--- config.mk ---
export PLATFORM = sky130hd
export DESIGN_NAME = dbpq_ctrl
export DESIGN_NICKNAME = d
export VERILOG_FILES = /design/src/dbpq_pkg.sv /design/src/dbpq_ctrl.sv
export SDC_FILE = /design/constraint.sdc
export NUM_CORES = 1
export LEC_CHECK = 0
export BUFFER_PORTS_ARGS = -buffer_cell sky130_fd_sc_hd__buf_2
export CAP_MARGIN = 20
export CORE_MARGIN = 4
export CORE_UTILIZATION = 25
export CTS_BUF_LIST = sky130_fd_sc_hd__clkbuf_8
export CTS_CLUSTER_DIAMETER = 80
export CTS_CLUSTER_SIZE = 12
export DETAILED_ROUTE_END_ITERATION = 10
export PLACE_DENSITY_LB_ADDON = 0.15
export SLEW_MARGIN = 20
export SYNTH_ARGS = -nofsm -noshare
export SYNTH_HDL_FRONTEND = slang
export SYNTH_SLANG_ARGS = --single-unit
--- constraint.sdc ---
create_clock -name clk_i -period 2.21 [get_ports clk_i]
set_input_delay 0.221 -clock clk_i [delete_from_list [all_inputs] [get_ports clk_i]]
set_output_delay 0.221 -clock clk_i [all_outputs]
set_load 0.05 [all_outputs]
--- src/dbpq_pkg.sv ---
// Package for the bucket priority queue: sizes, item codes, payload and
// controller/datapath interface types. No dependencies.
package dbpq_pkg;

  localparam int NODES     = 1024;
  localparam int NODE_W    = $clog2(NODES);
  localparam int BKT_N     = 256;
  localparam int BKT_W     = $clog2(BKT_N);
  localparam int K_W       = BKT_W + 1;
  localparam int COST_W    = 32;
  localparam int TAG_W     = 32;
  localparam int CNT_W     = NODE_W + 1;
  localparam int MW_W      = 8;
  localparam int STEP_W    = $clog2(COST_W);

  // item kinds
  localparam logic [2:0] KIND_PUSH   = 3'd0;
  localparam logic [2:0] KIND_POP    = 3'd1;
  localparam logic [2:0] KIND_PEEK   = 3'd2;
  localparam logic [2:0] KIND_LOOKUP = 3'd3;
  localparam logic [2:0] KIND_CLEAR  = 3'd4;

  typedef struct packed {
    logic [2:0]        kind;
    logic [NODE_W-1:0] node;
    logic [COST_W-1:0] key_cost;
    logic [TAG_W-1:0]  key_tag;
  } in_t;

  typedef struct packed {
    logic [NODE_W-1:0] out_node;
    logic [COST_W-1:0] out_cost;
    logic [TAG_W-1:0]  out_tag;
    logic              found;
    logic [CNT_W-1:0]  queue_count;
    logic              queue_empty;
    logic              pop_error;
  } out_t;

  // datapath commands, one per controller step
  typedef enum logic [4:0] {
    CMD_NONE,
    CMD_CFG,
    CMD_LATCH,
    CMD_SWEEP,
    CMD_DIV,
    CMD_PNEW,
    CMD_U1,
    CMD_U2,
    CMD_A0,
    CMD_A1,
    CMD_SCAN,
    CMD_HEADV,
    CMD_POPFIN,
    CMD_PKCHK,
    CMD_PKFIN,
    CMD_LKFIN,
    CMD_LOAD
  } cmd_e;

  typedef struct packed {
    logic count_zero;
    logic div_busy;
    logic queued;
    logic ne_cur;
    logic sweep_last;
  } stat_t;

endpackage

--- src/dbpq_ctrl.sv ---
// Controller state machine: sequences each item into datapath commands and
// runs the handshakes. Depends on dbpq_pkg.
module dbpq_ctrl (
  input  logic              clk_i,
  input  logic              rst_ni,
  input  logic              in_valid_i,
  output logic              in_stall_o,
  input  logic [2:0]        in_kind_i,
  output logic              out_valid_o,
  input  logic              out_stall_i,
  input  logic              cfg_valid_i,
  output logic              cfg_ready_o,
  input  dbpq_pkg::stat_t   stat_i,
  output dbpq_pkg::cmd_e    cmd_o
);
  import dbpq_pkg::*;

  typedef enum logic [4:0] {
    S_SWEEP, S_IDLE, S_CLR, S_PDIV, S_PNEW, S_U0, S_U1, S_U2, S_A0, S_A1,
    S_SCAN, S_PH, S_POPFIN, S_PK0, S_PK1, S_PK2, S_PK3, S_LK0, S_LK1, S_DONE
  } state_e;

  state_e state_q, state_d;
  logic   out_valid_q, push_q;
  logic   load;

  assign load        = !out_valid_q || !out_stall_i;
  assign cfg_ready_o = (state_q == S_IDLE);
  assign in_stall_o  = (state_q != S_IDLE) || cfg_valid_i;
  assign out_valid_o = out_valid_q;

  // command and next state
  always_comb begin
    cmd_o   = CMD_NONE;
    state_d = state_q;
    case (state_q)
      S_SWEEP: begin
        cmd_o = CMD_SWEEP;
        if (stat_i.sweep_last) state_d = S_IDLE;
      end
      S_CLR: begin
        cmd_o = CMD_SWEEP;
        if (stat_i.sweep_last) state_d = S_DONE;
      end
      S_IDLE: begin
        if (cfg_valid_i) begin
          cmd_o   = CMD_CFG;
          state_d = S_SWEEP;
        end else if (in_valid_i) begin
          cmd_o = CMD_LATCH;
          case (in_kind_i)
            KIND_PUSH:   state_d = S_PDIV;
            KIND_POP:    state_d = stat_i.count_zero ? S_DONE : S_SCAN;
            KIND_PEEK:   state_d = S_PK0;
            KIND_LOOKUP: state_d = S_LK0;
            KIND_CLEAR:  state_d = S_CLR;
            default:     state_d = S_DONE;
          endcase
        end
      end
      S_PDIV: begin
        cmd_o = CMD_DIV;
        if (!stat_i.div_busy) state_d = stat_i.queued ? S_U0 : S_PNEW;
      end
      S_PNEW: begin
        cmd_o   = CMD_PNEW;
        state_d = S_A0;
      end
      S_U0: state_d = S_U1;
      S_U1: begin
        cmd_o   = CMD_U1;
        state_d = S_U2;
      end
      S_U2: begin
        cmd_o   = CMD_U2;
        state_d = push_q ? S_A0 : S_POPFIN;
      end
      S_A0: begin
        cmd_o   = CMD_A0;
        state_d = S_A1;
      end
      S_A1: begin
        cmd_o   = CMD_A1;
        state_d = S_DONE;
      end
      S_SCAN: begin
        cmd_o = CMD_SCAN;
        if (stat_i.ne_cur) state_d = S_PH;
      end
      S_PH: begin
        cmd_o   = CMD_HEADV;
        state_d = S_U0;
      end
      S_POPFIN: begin
        cmd_o   = CMD_POPFIN;
        state_d = S_DONE;
      end
      S_PK0: begin
        cmd_o   = CMD_PKCHK;
        state_d = S_PK1;
      end
      S_PK1: begin
        cmd_o   = CMD_HEADV;
        state_d = S_PK2;
      end
      S_PK2: state_d = S_PK3;
      S_PK3: begin
        cmd_o   = CMD_PKFIN;
        state_d = S_DONE;
      end
      S_LK0: state_d = S_LK1;
      S_LK1: begin
        cmd_o   = CMD_LKFIN;
        state_d = S_DONE;
      end
      S_DONE: begin
        if (load) begin
          cmd_o   = CMD_LOAD;
          state_d = S_IDLE;
        end
      end
      default: state_d = S_IDLE;
    endcase
  end

  // state and output valid
  always_ff @(posedge clk_i or negedge rst_ni) begin
    if (!rst_ni) begin
      state_q     <= S_SWEEP;
      out_valid_q <= 1'b0;
      push_q      <= 1'b0;
    end else begin
      state_q <= state_d;
      if (state_q == S_IDLE && in_valid_i && !cfg_valid_i) begin
        push_q <= (in_kind_i == KIND_PUSH);
      end
      if (state_q == S_DONE && load) begin
        out_valid_q <= 1'b1;
      end else if (out_valid_q && !out_stall_i) begin
        out_valid_q <= 1'b0;
      end
    end
  end

`ifndef ASSERT_OFF
  a_scan_nonempty: assert property (@(posedge clk_i) disable iff (!rst_ni)
    state_q == S_SCAN |-> !stat_i.count_zero)
    else $error("scan with empty queue");

  a_popfin_count: assert property (@(posedge clk_i) disable iff (!rst_ni)
    cmd_o == CMD_POPFIN |-> !stat_i.count_zero)
    else $error("pop removes from empty queue");

  a_append_div: assert property (@(posedge clk_i) disable iff (!rst_ni)
    state_q == S_A0 |-> !stat_i.div_busy)
    else $error("append before bucket index is ready");

  a_cfg_sweep: assert property (@(posedge clk_i) disable iff (!rst_ni)
    cfg_valid_i && cfg_ready_o |=> state_q == S_SWEEP)
    else $error("config write did not start clearing");
`endif

endmodule

==> flow_summary.toml <==
[status]
outcome = "completed"

[cts]
cts_tree = "done"
clock-sinks = 7
cts_htree_levels = 1
clkTransAtPathRegs_ns = 0.04
numCtsBuffers = 3
clockBufferDepth = 2
root_buffer = "clkbuf_8"
insertion_delay_ns = 0.23

[placed_design]
dp_hpwl_um = 1841
dp_cells = 176
port_buffers = 20
place.gp.congestion = 0.8396
place_ws_ns = 0.2042

[power]
power.total_uw = 1667
p_switching_uw = 929.8
p_per_area_nw_per_um2 = 1637
ir_worst_vdd_mv = 0.6077
share_comb_of_total_power_pct = 73.2
clkPwrFrac_pct = 10.6
pwr-share-seq_pct = 16.2
p_int_uw = 737.6
sw_frac_of_total_pct = 55.76
p_leak_uw = 0.0004536

[routing]
maxUsedRoutingLayer = "met4"
viasPerCell = 4.845
vias = 877
wl_met2_um = 999
drtIter0Drc = 45
final_antenna_net_count = 0
wl_met3_um = 114
routed_wl_um = 2244
drtPass1Iterations = 4
m1WireLength_um = 1111
wl_per_cell_um = 12.40
drc_errors = 0

[critical_path]
r2r_start = "state_q[4]"
required_ns = 1.99
cp-startpoint = "state_q[3]"
r2r_slack_ns = 0.17
worst-setup-path-type = "flop to output pin"
reg2regPathDepth = 5
crit_path_end_kind = "output pin"
crit_path_max_fanout = 9
start_kind = "flop"
cp.arrival_ns = 1.85
worstReg2RegEnd = "state_q[0]"

[timing]
fmaxAchievable_ghz = 0.4835
final-setup-viol-count = 0
hold_viol = 0
clock_skew_ns = 0.004512
fin_crit_ns = 2.068
finalMaxSlewViolations = 0
worst_pin_slew_ns = 0.7071
setup_ws_ns = 0.1419
finalSetupTns_ns = 0
slew_headroom_pct = 51.64
period_share_pct = 93.58
rsz0062_at_grt = "no"

[synth]
synth_top_area_cell = "dfrtp_1"
synth_top_cells_by_count = "nand2_1 (18), nor2_1 (10), o21ai_0 (10)"
yosysMostFrequentCell = "nand2_1"
syn_area_sq_um = 785.8
synth-edff-count = 0
syn_area_per_cell_sq_um = 6.954
syn-num-nets = 126
yosysSeqAreaShare_pct = 22.29
yosys_warnings = 0
async_flop_share_pct = 100.0
ys_ff_latch = 7
ys.flop_type = "dfrtp_1"
yosysUniqueCellTypes = 40
synthTopCellsByArea = "dfrtp_1 (22%), nand2_1 (8.6%), o21ai_0 (6.4%)"
synth.top_cell.area_share_pct = 22.29
synthCells = 113

[floorplan]
dieArea_sq_um = 4104
io_pins = 21
die_h_um = 64.06
die_x_um = 64.06
core_sq_um = 3028
start_util_pct = 25.95
rows = 20

[global_routing]
grt_max_degree = 15
grt_pass1_wl_um = 3926
antenna_found_initial = 0
grt-ovfl-total = 0
grt_usage_pct = 11.98
grt_pass1_vias = 832

[cells_and_area]
area_growth_syn_to_layout_pct = 29.62
diodes = 0
post-route-util_pct = 33.64
final_cell_count_no_fill = 181
drive_gt1_share_pct = 28.47
nNetsFinal = 151

[min_path]
worstHoldEndpoint = "out_valid_o"
min_from = "out_stall_i"
hold_depth = 3
hold_path.class = "input port to flop"

[flow_run]
maxCapViolations = 0
-- per-layer routing --
layer	vias up	global-route usage [%]
met3	2	1.582
li1	456	-
met5	-	0
met2	21	17.94
met4	0	5.660
met1	398	16.79
-- worst max-delay path, stage by stage, from the launching register on --
cell     delay, ns
dfrtp_1       0.47
nor2_2        0.30
and3_1        0.36
nand2_1       0.15
nand2_1       0.08
buf_2         0.26
-- how the worst max path moves through the flow --
stage	end	slack, ns	depth (start not counted)
5_1_grt	cmd_o[1]	0.02	5
3_3_place_gp	state_q[0]	0.23	5
2_1_floorplan	cfg_ready_o	0.13	2
4_1_cts	cmd_o[1]	0.12	5
3_5_place_dp	state_q[0]	0.20	5
6_report	cmd_o[1]	0.14	5
-- layout by cell type, fill, tap and decap left out, types with 2 or more instances in the layout --
cell | Yosys | final
xnor2_1 | 2 | 2
nor2_1 | 10 | 10
nand2_1 | 18 | 18
buf_2 | 2 | 20
dfrtp_1 | 7 | 6
a32oi_1 | 3 | 3
or2_2 | 2 | 2
nand3b_1 | 2 | 2
nand2b_1 | 4 | 4
inv_1 | 6 | 6
buf_4 | 0 | 7
nand4_1 | 2 | 2
or3_1 | 2 | 2
mux2i_1 | 2 | 2
mux2_2 | 2 | 2
o21ai_0 | 10 | 10
clkbuf_8 | 0 | 3
nor3_1 | 5 | 5
a21oi_1 | 5 | 5
a31oi_1 | 2 | 2
nor2b_1 | 2 | 2
-- state kept, by name (all words and copies together), names as in the netlist --
signal       count
out_valid_o      1
push_q           1
state_q          5
-- per-stage QoR --
stage                     area (sq um)  hold WS (ns)
after floorplan                  785.8      -0.07459
after global placement           960.9       0.06106
after detailed placement         960.9       0.06079
after CTS                         1017        0.2630
after global routing              1018        0.2854
final                             1018        0.2594
-- cells by family (layout without fill, tap and decap cells) --
logic type / Yosys count / after routing / synth area share [%]
compound gates: 30 / 30 / 26.12
xor+xnor: 2 / 2 / 2.230
flops: 7 / 7 / 22.29
buf+inv: 14 / 38 / 7.006
simple gates: 56 / 56 / 36.94
mux: 4 / 4 / 5.414
-- layout make-up --
type / count / area (sq um)
flip-flops and latches: 7 / 176.4
clock inverters: 1 / 5.005
fillers: 338 / 2009
multi-input cells: 92 / 555.5
inverters: 6 / 22.52
repair buffers: 28 / 162.7
well taps: 44 / 55.05
clock buffers: 3 / 41.29
-- power groups by stage --
stage          sequential [uW]  combinational [uW]  clock (uW)
2_1_floorplan              237                 946           0
4_1_cts                    268                1230         183
6_report                   270                1220         178
3_5_place_dp               269                1220           0
3_3_place_gp               268                1230           0
5_1_grt                    283                1340         194
-- timing repair --
item                                   CTS  global route
hold buffers                             1             0
endpoints found under the hold margin    7             0
setup endpoints to repair                0             1
buffers inserted                         0             0
resized for setup                        0             1
(Power assumes the default switching activity.)
